File: config.mk
export PLATFORM = sky130hd
export DESIGN_NAME = bcs_seq
export DESIGN_NICKNAME = d
export VERILOG_FILES = /design/src/hdl/bcs_pkg.sv /design/src/hdl/bcs_seq.sv
export SDC_FILE = /design/constraint.sdc
export NUM_CORES = 1
export LEC_CHECK = 0
export BUFFER_PORTS_ARGS = -buffer_cell sky130_fd_sc_hd__buf_2
export CORE_MARGIN = 1
export CORE_UTILIZATION = 64
export CTS_BUF_LIST = sky130_fd_sc_hd__clkbuf_4 sky130_fd_sc_hd__clkbuf_8 sky130_fd_sc_hd__clkbuf_16
export DETAILED_ROUTE_END_ITERATION = 8
export PLACE_DENSITY = 0.89
export SYNTH_ARGS = -nofsm -noshare
export SYNTH_HDL_FRONTEND = slang
export SYNTH_SLANG_ARGS = --single-unit
File: constraint.sdc
create_clock -name clk -period 28.2 [get_ports clk]
set_clock_uncertainty 0.1 [all_clocks]
set_input_delay 1.41 -clock clk [delete_from_list [all_inputs] [get_ports clk]]
set_output_delay 1.41 -clock clk [all_outputs]
set_load 0.02 [all_outputs]
File: src/hdl/bcs_pkg.sv
package bcs_pkg;

  localparam int COORD_W = 24;
  localparam int T_W     = 16;
  localparam int STEP_W  = 17;

  // power-basis coefficient widths
  localparam int C1_W = 27;
  localparam int C2_W = 28;
  localparam int C3_W = 27;

  localparam logic [STEP_W-1:0] STEP_RESET = 17'd4096;
  localparam int DEFAULT_MAX_SAMPLES = 64;

  // register stages inside one coordinate lane
  localparam int LANE_DEPTH = 7;

  localparam int IN_W  = 8 * COORD_W;
  localparam int OUT_W = 2 * COORD_W;

  localparam int PADDR_W = 2;
  localparam int PDATA_W = 32;
  localparam logic [PADDR_W-1:0] ADDR_SAMPLE_STEP = 2'd0;

  typedef struct packed {
    logic signed [C3_W-1:0]    c3;
    logic signed [C2_W-1:0]    c2;
    logic signed [C1_W-1:0]    c1;
    logic signed [COORD_W-1:0] p0;
  } coef_t;

  typedef struct packed {
    logic           valid;
    logic [T_W-1:0] t;
    logic           last;
  } issue_t;

endpackage

File: src/hdl/bcs_seq.sv
module bcs_seq
  import bcs_pkg::*;
#(
  parameter int MAX_SAMPLES = DEFAULT_MAX_SAMPLES
)
(
  input  logic              clk,
  input  logic              rst,
  input  logic              in_valid,
  output logic              in_ready,
  input  logic [IN_W-1:0]   in_data,
  input  logic [STEP_W-1:0] step,
  input  logic              adv,
  output issue_t            issue,
  output coef_t             coef_x,
  output coef_t             coef_y
);

  localparam int CNT_W = (MAX_SAMPLES > 2) ? $clog2(MAX_SAMPLES) : 1;
  localparam logic [CNT_W-1:0] CNT_LAST = CNT_W'(MAX_SAMPLES - 1);

  // B(s) = P0 + c1 s + c2 s^2 + c3 s^3
  function automatic coef_t coef_calc(
    input logic signed [COORD_W-1:0] a,
    input logic signed [COORD_W-1:0] b,
    input logic signed [COORD_W-1:0] c,
    input logic signed [COORD_W-1:0] d
  );
    logic signed [C2_W-1:0] ea, eb, ec, ed;
    coef_t r;
    ea   = C2_W'(a);
    eb   = C2_W'(b);
    ec   = C2_W'(c);
    ed   = C2_W'(d);
    r.c1 = C1_W'(3 * (eb - ea));
    r.c2 = C2_W'(3 * (ea - 2 * eb + ec));
    r.c3 = C3_W'((ed - ea) + 3 * (eb - ec));
    r.p0 = a;
    return r;
  endfunction

  logic                busy;
  logic [T_W-1:0]      t;
  logic [CNT_W-1:0]    cnt;
  logic [T_W+1:0]      t_sum;
  logic                last_now;

  assign t_sum    = {2'b00, t} + {1'b0, step};
  assign last_now = (t_sum[T_W+1:T_W] != 2'b00) || (cnt == CNT_LAST);
  assign in_ready = ~busy;

  assign issue.valid = busy;
  assign issue.t     = t;
  assign issue.last  = last_now;

  always_ff @(posedge clk) begin
    if (rst) begin
      busy <= 1'b0;
    end else if (in_valid && in_ready) begin
      busy   <= 1'b1;
      t      <= '0;
      cnt    <= '0;
      coef_x <= coef_calc($signed(in_data[0*COORD_W +: COORD_W]),
                          $signed(in_data[2*COORD_W +: COORD_W]),
                          $signed(in_data[4*COORD_W +: COORD_W]),
                          $signed(in_data[6*COORD_W +: COORD_W]));
      coef_y <= coef_calc($signed(in_data[1*COORD_W +: COORD_W]),
                          $signed(in_data[3*COORD_W +: COORD_W]),
                          $signed(in_data[5*COORD_W +: COORD_W]),
                          $signed(in_data[7*COORD_W +: COORD_W]));
    end else if (busy && adv) begin
      if (last_now) begin
        busy <= 1'b0;
      end
      t   <= t_sum[T_W-1:0];
      cnt <= cnt + 1'b1;
    end
  end

endmodule

# == Word-level counts from Yosys, hierarchy flattened ==
# Cells that the tools add are included.
# Widths: inputs -> output; s select.
# word_totals
input_bits,213
reg_bits,235
out_inout_bits,231
elab_cells,48
# classes
mul,6
n_addsub,14
bitwise,2
eq_ne,1
muxes,5
reduce_logical,9
# ops
op,count
$sub 24x24->25,6
$mul 3x25->27 const A,4
$mul 3x27->28 const A,2
$add 25x27->27,2
$add 26x24->27,2
$sub 24x25->26,2
$add 16x17->18,1
$mux 16,1
$add 6x1->6 const B,1
$eq 6x6->1 const B,1
$mux 6,1
$reduce_and 2->1,3
$reduce_bool 2->1,3
$mux 1,3
$logic_and 1x1->1,2
$not 1->1,2
$logic_or 1x1->1,1

# == Depth between registers and ports, before layout ==
# depth
depth_word,6
mapped_depth,27
mapped_depth_nobuf,27

# == Worst setup path before layout ==
# No wires, ideal clock.
# synth_path
kind,input -> register
start,in in_valid
end,reg coef_x[0] in the netlist's numbering (enable)
setup_ns,0.788
setup_slack_ns,17.035
arrival_ns,10.277
path_buffers,0
required_time_ns,27.312
path_stages,2
cell_sequence,nand2_1 > nor2_1
# synth_via
elab_chain_cells,2
# synth_lines
item,line_no,rtl
from (decl),bcs_seq.sv:9,"input logic in_valid,"
$logic_and 1x1->1,bcs_seq.sv:59,end else if (in_valid && in_ready) begin
$reduce_and 2->1 (no source line),-,
to (signal assigned),bcs_seq.sv:63,"coef_x <= coef_calc($signed(in_data[0*COORD_W +: COORD_W]),"
to (decl),bcs_seq.sv:15,"output coef_t coef_x,"
# Every way passes these cells.
# A chain may end at the register's enable or synchronous reset.

# == Worst setup path in the final report ==
# layout_path
start,in in_data[97]
end,"reg coef_x[104] in the netlist's numbering, data pin"
# layout_via
elab_chain_cells,3
# layout_lines
item,line_no,rtl
from (decl),bcs_seq.sv:11,"input logic [IN_W-1:0] in_data,"
$sub 24x24->25,bcs_seq.sv:37,r.c3 = C3_W'((ed - ea) + 3 * (eb - ec));
$mul 3x25->27,bcs_seq.sv:37,
$add 25x27->27,bcs_seq.sv:37,
# Every way passes these cells.

==> impl_metrics.env <==
export IMPL_syn_avg_cell_area_um2=9.47
export IMPL_firstDrtPassIters=6
export IMPL_hold_class="reg -> reg"
export IMPL_ir_drop_mv=0.0797
export IMPL_crit_required_ns=28.43
export IMPL_grt_pass1_vias=22897
export IMPL_antenna_left=0
export IMPL_final_common_cell="inv_1"
export IMPL_crit_path_max_fanout=5
export IMPL_reg2reg_slack_ns=25.23
export IMPL_maxCapViolCount=0
export IMPL_status="completed"
export IMPL_fill_cells=3124
export IMPL_max_freq_mhz=144
export IMPL_cts_resized=0
export IMPL_hold_violations=0
export IMPL_min_to="busy"
export IMPL_setup_viol=0
export IMPL_drc=0
export IMPL_rsz0062_at_grt="false"
export IMPL_finalPower_mw=3.68
export IMPL_slew_viol_final=0
export IMPL_reg2reg_depth=13
export IMPL_h_tree_depth=1
export IMPL_wl_per_cell_um=17.2
export IMPL_synth_edf_count=234
export IMPL_grt_overflow=0
export IMPL_place_area_mm2=0.0308
export IMPL_clk_pin_slew_ns=0.07
export IMPL_layout_common_cells="inv_1, ha_1, buf_2"
export IMPL_rr_startpoint="t[0]"
export IMPL_io_buffers=443
export IMPL_hold_start="busy"
export IMPL_crit_top_cell="a21o_1"
export IMPL_fin_crit_ns=6.93
export IMPL_synthArstFlopShare_pct=0
export IMPL_final_cell_area_mm2=0.0318
export IMPL_die_h_um=210
export IMPL_p_leak_nw=16.0
export IMPL_reg2reg_to="busy"
export IMPL_syn_inst=2935
export IMPL_coreArea_mm2=0.0430
export IMPL_ys_seq_elements=235
export IMPL_multi_input_area_mm2=0.0188
export IMPL_grt_max_degree=143
export IMPL_layout_drive_gt1_share_pct=15.4
export IMPL_synth_main_ff_cell="edfxtp_1"
export IMPL_fin_crit_sh_pct=24.6
export IMPL_power_density_mw_per_mm2=116
export IMPL_cp_slowest_cell="fa_1"
export IMPL_place_ws_ns=20.71
export IMPL_endpoint_kind="flop"
export IMPL_pin_count=444
export IMPL_worstMarginPinSlew_ns=0.993
export IMPL_cts_path_max_buffers=3
export IMPL_final_util_pct=73.9
export IMPL_min_path_cells=1
export IMPL_track_usage_pct=30.9
export IMPL_synth_warnings=0
export IMPL_vias=23133
export IMPL_max_slew_margin_pct=33.8
export IMPL_arrival_ns=7.16
export IMPL_floorplan_rows=76
export IMPL_gp_congestion=0.948
export IMPL_wl_um=69000
export IMPL_netlist_area_mm2=0.0278
export IMPL_start_util_pct=64.7
export IMPL_grt_pass1_wl_um=110000
export IMPL_clk_latency_ns=0.58
export IMPL_synth_cell_type_count=85
export IMPL_ctsRootBufferMaster="clkbuf_16"
export IMPL_cts_hold_buffers=0
export IMPL_worstSetupPathType="in -> reg"
export IMPL_seq_area_mm2=0.00705
export IMPL_post_cts_buffers=0
export IMPL_die_w_um=210
export IMPL_startpoint_type="input port"
export IMPL_slowest_delay_ns=0.50
export IMPL_clock_sinks=235
export IMPL_avgViaCountPerCell=5.77
export IMPL_setup_tns_ns=0
export IMPL_area_delta_synth_final_pct=14.2
export IMPL_nets=4234
export IMPL_antenna_found_initial=10
export IMPL_dpl_hpwl_um=56900
export IMPL_ys_seq_area_share_pct=25.3
export IMPL_dieArea_mm2=0.0443
export IMPL_cts_tree="done"
export IMPL_cts_made_buffers=27
export IMPL_setup_ws_ns=21.27
export IMPL_syn_num_nets=3770
export IMPL_drt_first_iter_violations=1589
## worst max-delay path by stage
stage                      from     endpoint  slack, ns
global placement    in_data[49]  coef_x[104]      20.80
global route        in_data[48]  coef_x[105]      20.93
detailed placement  in_data[97]  coef_x[104]      20.71
floorplan              in_valid    coef_x[0]      17.04
finish              in_data[97]  coef_x[104]      21.27
CTS                 in_data[97]  coef_x[104]      21.31
## kinds of logic (layout without fill, tap and decap cells)
logic type / Yosys count / after routing / share of synthesized area (%)
compound gates: 689 / 689 / 16.5
fa+ha+maj: 622 / 622 / 32.2
simple gates: 585 / 585 / 10.1
buf+inv: 532 / 1017 / 7.21
xor+xnor: 270 / 270 / 8.50
flops: 235 / 235 / 25.3
mux: 2 / 2 / 0.0720
other cells: 0 / 6 / 0
## worst max-delay path, delay by kind of cell
family,cells,cell delay (ns)
AND/OR/NAND/NOR,2,0.31
buffers and inverters,4,0.32
XOR/XNOR,2,0.29
AO/OA/AOI/OAI,13,3.00
adder cells (fa/ha/maj),5,1.81
## where the power goes
part	switching [mW]	total, mW	internal (mW)
registers	0.0380	0.674	0.636
clock network	0.158	0.393	0.235
logic	1.50	2.61	1.11
## through the flow
step | cells | hold WS (ns)
finish | 4011 | 0.468
global placement | 3955 | 0.435
CTS | 4005 | 0.461
detailed placement | 3955 | 0.453
global route | 4010 | 0.500
floorplan | 2935 | 0.409
## Yosys cell counts (6+ instances only)
library cell / instances / area, um2
ha_1: 465 / 5820
o21ai_1: 44 / 220
or3_1: 16 / 100
a31oi_1: 16 / 100
xnor2_1: 187 / 1640
fa_1: 157 / 3140
nand4_1: 9 / 56.3
o211ai_1: 12 / 90.1
clkbuf_1: 9 / 33.8
a211o_1: 7 / 61.3
nand2_1: 115 / 432
nand2b_1: 40 / 250
edfxtp_1: 234 / 7030
and4_1: 6 / 52.6
o21a_1: 43 / 323
o21bai_1: 24 / 180
inv_1: 517 / 1940
nor2_1: 190 / 713
nor2b_1: 41 / 257
o31a_1: 8 / 70.1
o2111ai_1: 6 / 52.6
a211oi_1: 25 / 188
o21ai_0: 76 / 380
nand3_1: 48 / 240
a21oi_1: 201 / 1010
a21boi_1: 6 / 45.0
nor3_1: 53 / 265
o31ai_1: 13 / 97.6
xor2_1: 83 / 727
and2_1: 9 / 56.3
a21boi_0: 7 / 52.6
a21o_1: 125 / 938
or2_2: 8 / 50.1
and3_1: 33 / 206
## registers in the layout (all words and copies together), names as in the netlist
register and flops:
t 16, coef_x 106, busy 1, coef_y 106
cnt 6
## routing by layer
metal  track usage, %  up-vias  wire length (um)
li1                 -    11141                 -
met1             37.6    10933             27400
met2             55.4      863             34100
met3             3.78      190              4790
met4             12.2        6              2800
met5                0        -                46
## area by class of cell
type | count | share of cell area [%]
repair buffers | 447 | 7.12
clock inverters | 21 | 0.930
well taps | 585 | 2.30
flip-flops and latches | 235 | 22.2
multi-input cells | 2168 | 59.1
inverters | 520 | 6.15
diodes | 6 | 0.0473
clock buffers | 29 | 2.17
No activity file was read; power rests on OpenSTA's default activity.
