==> src/hdl/bcs_pkg.sv <==
package bcs_pkg;

  localparam int COORD_W = 24;
  localparam int T_W     = 16;
  localparam int STEP_W  = 17;

  // power-basis coefficient widths
  localparam int C1_W = 27;
  localparam int C2_W = 28;
  localparam int C3_W = 27;

  localparam logic [STEP_W-1:0] STEP_RESET = 17'd4096;
  localparam int DEFAULT_MAX_SAMPLES = 64;

  // register stages inside one coordinate lane
  localparam int LANE_DEPTH = 7;

  localparam int IN_W  = 8 * COORD_W;
  localparam int OUT_W = 2 * COORD_W;

  localparam int PADDR_W = 2;
  localparam int PDATA_W = 32;
  localparam logic [PADDR_W-1:0] ADDR_SAMPLE_STEP = 2'd0;

  typedef struct packed {
    logic signed [C3_W-1:0]    c3;
    logic signed [C2_W-1:0]    c2;
    logic signed [C1_W-1:0]    c1;
    logic signed [COORD_W-1:0] p0;
  } coef_t;

  typedef struct packed {
    logic           valid;
    logic [T_W-1:0] t;
    logic           last;
  } issue_t;

endpackage

==> src/hdl/bcs_cfg.sv <==
module bcs_cfg
  import bcs_pkg::*;
(
  input  logic                clk,
  input  logic                rst,
  input  logic                psel,
  input  logic                penable,
  input  logic                pwrite,
  input  logic [PADDR_W-1:0]  paddr,
  input  logic [PDATA_W-1:0]  pwdata,
  output logic [PDATA_W-1:0]  prdata,
  output logic                pready,
  output logic [STEP_W-1:0]   step
);

  logic hit;

  always_comb begin
    unique case (paddr)
      ADDR_SAMPLE_STEP: begin
        hit    = 1'b1;
        prdata = {{(PDATA_W-STEP_W){1'b0}}, step};
      end
      default: begin
        hit    = 1'b0;
        prdata = '0;
      end
    endcase
  end

  assign pready = 1'b1;

  always_ff @(posedge clk) begin
    if (rst) begin
      step <= STEP_RESET;
    end else if (psel && penable && pwrite && pready && hit) begin
      step <= pwdata[STEP_W-1:0];
    end
  end

endmodule

==> config.mk <==
export PLATFORM = sky130hd
export DESIGN_NAME = bcs_cfg
export DESIGN_NICKNAME = d
export VERILOG_FILES = /design/src/hdl/bcs_pkg.sv /design/src/hdl/bcs_cfg.sv
export SDC_FILE = /design/constraint.sdc
export NUM_CORES = 1
export LEC_CHECK = 0
export BUFFER_PORTS_ARGS = -buffer_cell sky130_fd_sc_hd__buf_2
export CAP_MARGIN = 20
export CORE_ASPECT_RATIO = 0.6
export CORE_MARGIN = 2
export CORE_UTILIZATION = 34
export CTS_BUF_LIST = sky130_fd_sc_hd__clkbuf_16
export DETAILED_ROUTE_END_ITERATION = 6
export PLACE_DENSITY = 0.76
export SKIP_LAST_GASP = 1
export SLEW_MARGIN = 20
export SYNTH_ARGS = -nofsm -noshare
export SYNTH_HDL_FRONTEND = slang
export SYNTH_SLANG_ARGS = --single-unit
==> constraint.sdc <==
create_clock -name clk -period 1 [get_ports clk]
set_input_delay 0.1 -clock clk [delete_from_list [all_inputs] [get_ports clk]]
set_output_delay 0.1 -clock clk [all_outputs]
set_load 0.02 [all_outputs]
Word level (Yosys, flattened, before mapping)
Index checks and enable logic that the tools add are counted. W data, S select, Z words.

Output and inout port bits: 50. Bits in registers: 17. Input port bits: 39.

Multiplexer cells: 2. Reduce and logical (&&, ||, !) cells: 4.

Operator list (count): $mux W17 (1); $logic_and A1 B1 Y1 (3); $logic_not A2 Y1 (1); $mux W1 (1).

Depth between registers and ports, before layout
Gate-level depths: netlist of run 1.

Depth after elaboration: 3. Depth in mapped cells: 5. Gate-level depth less buffers: 3.

Least setup slack after synthesis of run 1
OpenSTA, ideal clock, no wires.

Kind: input to register. From: in paddr[1]. To: reg step[10]. Library setup time: 0.072 ns. Slack: 0.045 ns. Arrival: 0.884 ns. Stages on the path: 5. Data required time: 0.928 ns. Path through: nor2_4 and4_4 buf_12 buf_12 mux2i_1.

Word-level cells in the longest chain between the ends: 3.

Ends and longest elaborated chain: from (decl) (RTL line bcs_cfg.sv:9) `input logic [PADDR_W-1:0] paddr,`; $logic_not A2 Y1 (RTL line bcs_cfg.sv:19) `unique case (paddr)`; $mux W1 (RTL line bcs_cfg.sv:19); $logic_and A1 B1 Y1 (RTL line bcs_cfg.sv:36) `end else if (psel && penable && pwrite && pready && hit) begin`; to (signal assigned) (RTL line bcs_cfg.sv:37) `step <= pwdata[STEP_W-1:0];`; to (decl) (RTL line bcs_cfg.sv:13) `output logic [STEP_W-1:0] step`.

Every way passes these cells. A chain may end at the register's enable or synchronous reset.

Worst setup path after layout of run 1
From: reg step[1]. To: out prdata[1].

Word-level cells in the longest chain between the ends: 1.

Ends and longest elaborated chain: $mux W17 (RTL line bcs_cfg.sv:19); to (decl) (RTL line bcs_cfg.sv:11) `output logic [PDATA_W-1:0] prdata,`.

Every way passes these cells.

==> results of run 1 <==
stage by stage:
step / utilization, % / setup WS (ns) / hold WS (ns) / std cells / area, um2
after floorplan: - / 0.0448 / 0.255 / 125 / 1090
after global placement: 45.3 / -0.00636 / 0.363 / 206 / 1310
after detailed placement: 45.3 / -0.0156 / 0.368 / 206 / 1310
after CTS: 48.0 / 0.00826 / 0.108 / 210 / 1390
after global routing: 49.5 / -0.0142 / 0.112 / 210 / 1430
final: 49.5 / 0.0208 / 0.104 / 210 / 1430
worst max-delay path, cell delays in order (launching register included):
cell and delay, ns:
dfxtp_2 0.33, and2_2 0.16, buf_2 0.15
timing repair:
item,in CTS,in global routing
hold buffers,0,0
gates resized for setup,0,21
setup endpoints to repair,0,15
area by class of cell:
cell class                      count  area, um2
Fill cell                         287       1460
Multi-Input combinational cell     86        576
Timing Repair Buffer               61        373
Sequential cell                    17        352
Clock buffer                        3       75.1
Tap cell                           42       52.6
Clock inverter                      1       3.75
power by group through the flow:
stage	Clock, mW	Combinational (mW)	Sequential (mW)
global placement	0	0.220	0.707
detailed placement	0	0.221	0.707
CTS	0.791	0.222	0.693
global route	0.824	0.245	0.695
finish	0.766	0.224	0.694
floorplan	0	0.182	0.717
cells by family after synthesis:
kind of cell  synth area share, %
flops                        32.8
other cells                 0.723
simple gates                 33.3
mux                          16.4
buf+inv                      16.9
final timing paths:
check,start,end
min reg2reg,step[16],step[16]
max,step[1],prdata[1]
max reg2reg,step[1],step[1]
min,pwdata[3],step[3]
cell usage in the layout (no fill, tap or decap), drive strengths merged:
cell	instances
nor2	3
clkbuf	3
nand2b	32
and4	1
buf	61
inv	1
mux2i	17
and2	17
dfxtp	17
conb	16
metal layers:
metal  track usage [%]  wire length, um  vias up  part of all wire [%]
met5                 0                0        -                     0
met4              3.16                8        0                  0.38
met1              16.1              953      355                    45
met2              18.8              959       36                    45
met3              5.15              189        2                   9.0
li1                  -                -      431                     -
==> metrics.cfg, run 1 <==
[run]
max-cap-violations = 0

[floorplan]
start_util_pct = 35.9
row_count = 15
dieArea_um2 = 3530
chipHeight_um = 46.8
num_io_pins = 89
die_width_um = 75.4
coreArea_um2 = 2890

[critical_path]
worstSetupStartpointType = flop
crit_arrival_ns = 0.88
ff2ff_path_depth = 2
endpoint_kind = primary output
worstPathRequired_ns = 0.90
r2r_slack_ns = 0.39
path_max_fanout = 3
path_class = reg -> out

[yosys]
synth_common_cells = 32 x nand2b_1, 17 x dfxtp_1, 17 x mux2i_1, 16 x buf_4, 10 x and2_1
syn_area_per_cell_um2 = 9.36
yosysMostFrequentCell = nand2b_1
seq_area_frac_synth_pct = 32.8
synth_cell_types = 12
synth_top_area_share_pct = 32.8
synthArstFlopShare_pct = 0
synth_cells = 111
synth_flop_cell = dfxtp_1
synth_area_leader_cell = dfxtp_1
netlist_area_um2 = 1040
synth_edf_count = 0
synth.area.top_cells = dfxtp_1 33%, nand2b_1 19%, mux2i_1 16%, buf_4 12%, and2_1 6.0%
synth_seq_cells = 17
yosys_warnings = 0

[outcome]
outcome = finished clean

[sta]
rsz0062_at_grt = true
slew_violations = 0
fin_crit_ns = 0.979
fmax_mhz = 1020
final.period_utilization_pct = 97.9
setup_viol = 0
skew_ns = 0
final.setup.tns_ns = 0
hold_viol_final = 0

[power_and_ir_drop]
switching_share_pct = 22.3
p_sw_mw = 0.375
comb_power_share_pct = 13.3
sequentialPowerShare_pct = 41.2
power.density_nw_per_um2 = 1180
total_power_mw = 1.68
vdd_drop_max_mv = 0.647
clkPwrFrac_pct = 45.5
p_leak_nw = 0.699
intPower_mw = 1.31

[layout]
regMostFlops = step
reg_top3 = step x17
antenna_cells = 0
area_growth_pct = 37.8
largest_reg_flops = 17
layout.nets = 208
drive_gt1_share_pct = 48.8

[grt]
grt_max_degree = 35
grt_pass1_vias = 700
grt.total_usage_pct = 12.2
grt_pass1_wl_mm = 3.17
antenna_found_initial = 0
overflow = 0

[hold_path]
whs_path_depth = 3
hold_class = in -> reg

[drt]
post_drt_via_cell_ratio = 3.92
ant_nets = 0
drc_errors = 0
drt-total-wl_mm = 2.11
drt_iter0_markers = 30
routedWlPerCell_um = 10.0
drtPass1Iterations = 4
vias = 824

[clock_network]
path_clk_slew_ns = 0.05
h-tree-depth = 1
cts_root_buffer = clkbuf_16
clk_path_buf_depth = 2
cts_sinks = 17
cts_setup_buffers = 0
cts_made_buffers = 3
cts_tree = yes
clkLatencyLatePin_ns = 0.24

[place]
port-buffer-count = 57
place_hpwl_mm = 1.59
gp_congestion = 0.629

(Power assumes the default switching activity.)
==> run 2, diff against run 1 <==
--- a/config.mk
+++ b/config.mk
@@ -6,9 +6,8 @@
 export NUM_CORES = 1
 export LEC_CHECK = 0
 export BUFFER_PORTS_ARGS = -buffer_cell sky130_fd_sc_hd__buf_2
-export CAP_MARGIN = 20
+export CAP_MARGIN = 10
 export CORE_ASPECT_RATIO = 0.6
-export CORE_MARGIN = 2
 export CORE_UTILIZATION = 34
 export CTS_BUF_LIST = sky130_fd_sc_hd__clkbuf_16
 export DETAILED_ROUTE_END_ITERATION = 6
==> metrics.cfg, run 2 (synthesis results as in run 1) <==
[outcome]
outcome = finished clean

[critical_path]
r2r-start = step[0]
slowest_delay_ns = 0.32  ; about the same
ff2ff_path_depth = 3  ; +1
r2r_slack_ns = 0.31  ; -0.08 ns
worstPathRequired_ns = 0.90  ; about the same
endpoint_kind = primary output
cp_slowest_cell = dfxtp_2
critical_path.cell_chain = and2_2 > buf_4
path_class = reg -> out
worstSetupStartpointType = flop
startpoint = step[0]
cp-endpoint = prdata[0]
r2r-end = step[0]
path_max_fanout = 2  ; -1
crit_arrival_ns = 0.88  ; about the same

[drt]
ant_nets = 0  ; unchanged
drt_iter0_markers = 18  ; -40%
drt-total-wl_mm = 2.10  ; -0.43%
routedWlPerCell_um = 9.82  ; -2.3%
vias = 871  ; +5.7%
drtPass1Iterations = 6  ; +2
drc_errors = 0  ; unchanged
post_drt_via_cell_ratio = 4.07  ; +3.7%

[clock_network]
clkLatencyLatePin_ns = 0.25  ; about the same
path_clk_slew_ns = 0.05  ; about the same
cts_root_buffer = clkbuf_16
clk_path_buf_depth = 2  ; unchanged
holdBufCountCts = 0  ; unchanged
cts_sinks = 17  ; unchanged
cts_tree = yes
cts_made_buffers = 3  ; unchanged
h-tree-depth = 1  ; unchanged

[sta]
fin_crit_ns = 0.983  ; +0.00329 ns
fmax_mhz = 1020  ; -0.33%
skew_ns = 0  ; unchanged
worst_slack_ns = 0.0175  ; -0.00329 ns
hold_viol_final = 0  ; unchanged
rsz0062_at_grt = true
final.setup.tns_ns = 0  ; unchanged
setup_viol = 0  ; unchanged
final.period_utilization_pct = 98.3  ; +0.33 points
slew_violations = 0  ; unchanged

[grt]
grt_pass1_wl_mm = 3.17  ; +0.22%
grt_max_degree = 35  ; unchanged
antenna_found_initial = 0  ; unchanged
overflow = 0  ; unchanged
grt.total_usage_pct = 13.3  ; +1.1 points
grt_pass1_vias = 704  ; +0.57%

[layout]
largest_reg_flops = 17  ; unchanged
final_cell_mix = 42 x buf_2, 32 x nand2b_1, 17 x mux2i_1
drive_gt1_share_pct = 51.2  ; +2.4 points
area_growth_pct = 44.1
mostFrequentLayoutCell = buf_2
fill_cells = 289  ; +0.70%
multi_input_area_um2 = 576  ; unchanged
fin_area_um2 = 1500  ; +4.5%
reg_top3 = step x17
antenna_cells = 0  ; unchanged
ff_latch_area_um2 = 353  ; +0.36%
regMostFlops = step
layout.nets = 212  ; +1.9%

[hold_path]
hold_class = in -> reg

[place]
gp_congestion = 0.641  ; +1.9%
place_hpwl_mm = 1.50  ; -5.4%
placed_cell_area_um2 = 1320  ; +0.96%
port-buffer-count = 57  ; unchanged
pre_cts_ws_ns = 0.00377  ; +0.0194 ns

[floorplan]
dieArea_um2 = 3290  ; -6.8%
chipHeight_um = 44.8  ; -4.3%
coreArea_um2 = 2890  ; unchanged
start_util_pct = 35.9  ; unchanged
num_io_pins = 89  ; unchanged
die_width_um = 73.4  ; -2.7%
row_count = 15  ; unchanged

[power_and_ir_drop]
power.density_nw_per_um2 = 1150  ; -2.4%
p_leak_nw = 0.722  ; +3.4%
vdd_drop_max_mv = 0.813  ; +26%

[run]
max-cap-violations = 0  ; unchanged

-- run 2: cell types whose count changed in the layout (fill, tap and decap cells not counted), sizes merged --
cell / previous run / this run
buf: 61 / 65
clkinv: 0 / 1
inv: 1 / 0
-- run 2: where the power goes --
part           internal [mW]  switching (mW)  total, mW
Sequential             0.688         0.00567      0.693
Clock                  0.535           0.265      0.800
Combinational         0.0945           0.131      0.225
-- run 2: final cells by class --
cell class	instances	area share [%]
tap	42	3.51
clock buffer	3	5.02
sequential	17	23.6
timing repair buffer	65	29.1
clock inverter	1	0.334
multi-input combinational	86	38.5
-- run 2: worst min path at each step --
stage               start       end  slack (ns)  cells after the start
2_1_floorplan  pwdata[11]  step[11]        0.25                      2
3_3_place_gp   pwdata[12]  step[12]        0.36                      3
3_5_place_dp    pwdata[1]   step[1]        0.37                      3
4_1_cts         pwdata[2]   step[2]         0.1                      3
5_1_grt        pwdata[15]  step[15]        0.10                      3
6_report        pwdata[2]   step[2]        0.10                      3
-- run 2: per-layer routing --
| metal | up-vias | track usage [%] | wire (um) | share of wire (%) |
|---|---|---|---|---|
| met5 | - | 0 | 0 | 0 |
| met4 | 0 | 3.46 | 8 | 0.38 |
| met3 | 2 | 7.37 | 200 | 9.5 |
| met2 | 39 | 21.7 | 975 | 46 |
| met1 | 393 | 15.5 | 917 | 44 |
| li1 | 437 | - | - | - |
-- run 2: repair_timing --
| item | 4_1_cts | 5_1_grt |
|---|---|---|
| setup endpoints to repair | 4 | 15 |
| endpoints found under the hold margin | 0 | 0 |
| gates resized for setup | 5 | 24 |
| setup buffers | 0 | 4 |
-- run 2: stage by stage --
step / util [%] / cells / power [mW] / hold WS (ns)
5_1_grt: 51.8 / 214 / 1.81 / 0.103
2_1_floorplan: - / 125 / 0.899 / 0.255
6_report: 51.8 / 214 / 1.72 / 0.100
3_5_place_dp: 45.7 / 206 / 0.928 / 0.369
4_1_cts: 48.8 / 210 / 1.73 / 0.0993
3_3_place_gp: 45.7 / 206 / 0.926 / 0.360
-- run 2: critical path, delay by kind of cell (launching register included) --
kind | cells | cell delay (ns)
flops | 1 | 0.32
buf+inv | 1 | 0.15
simple gates | 1 | 0.16
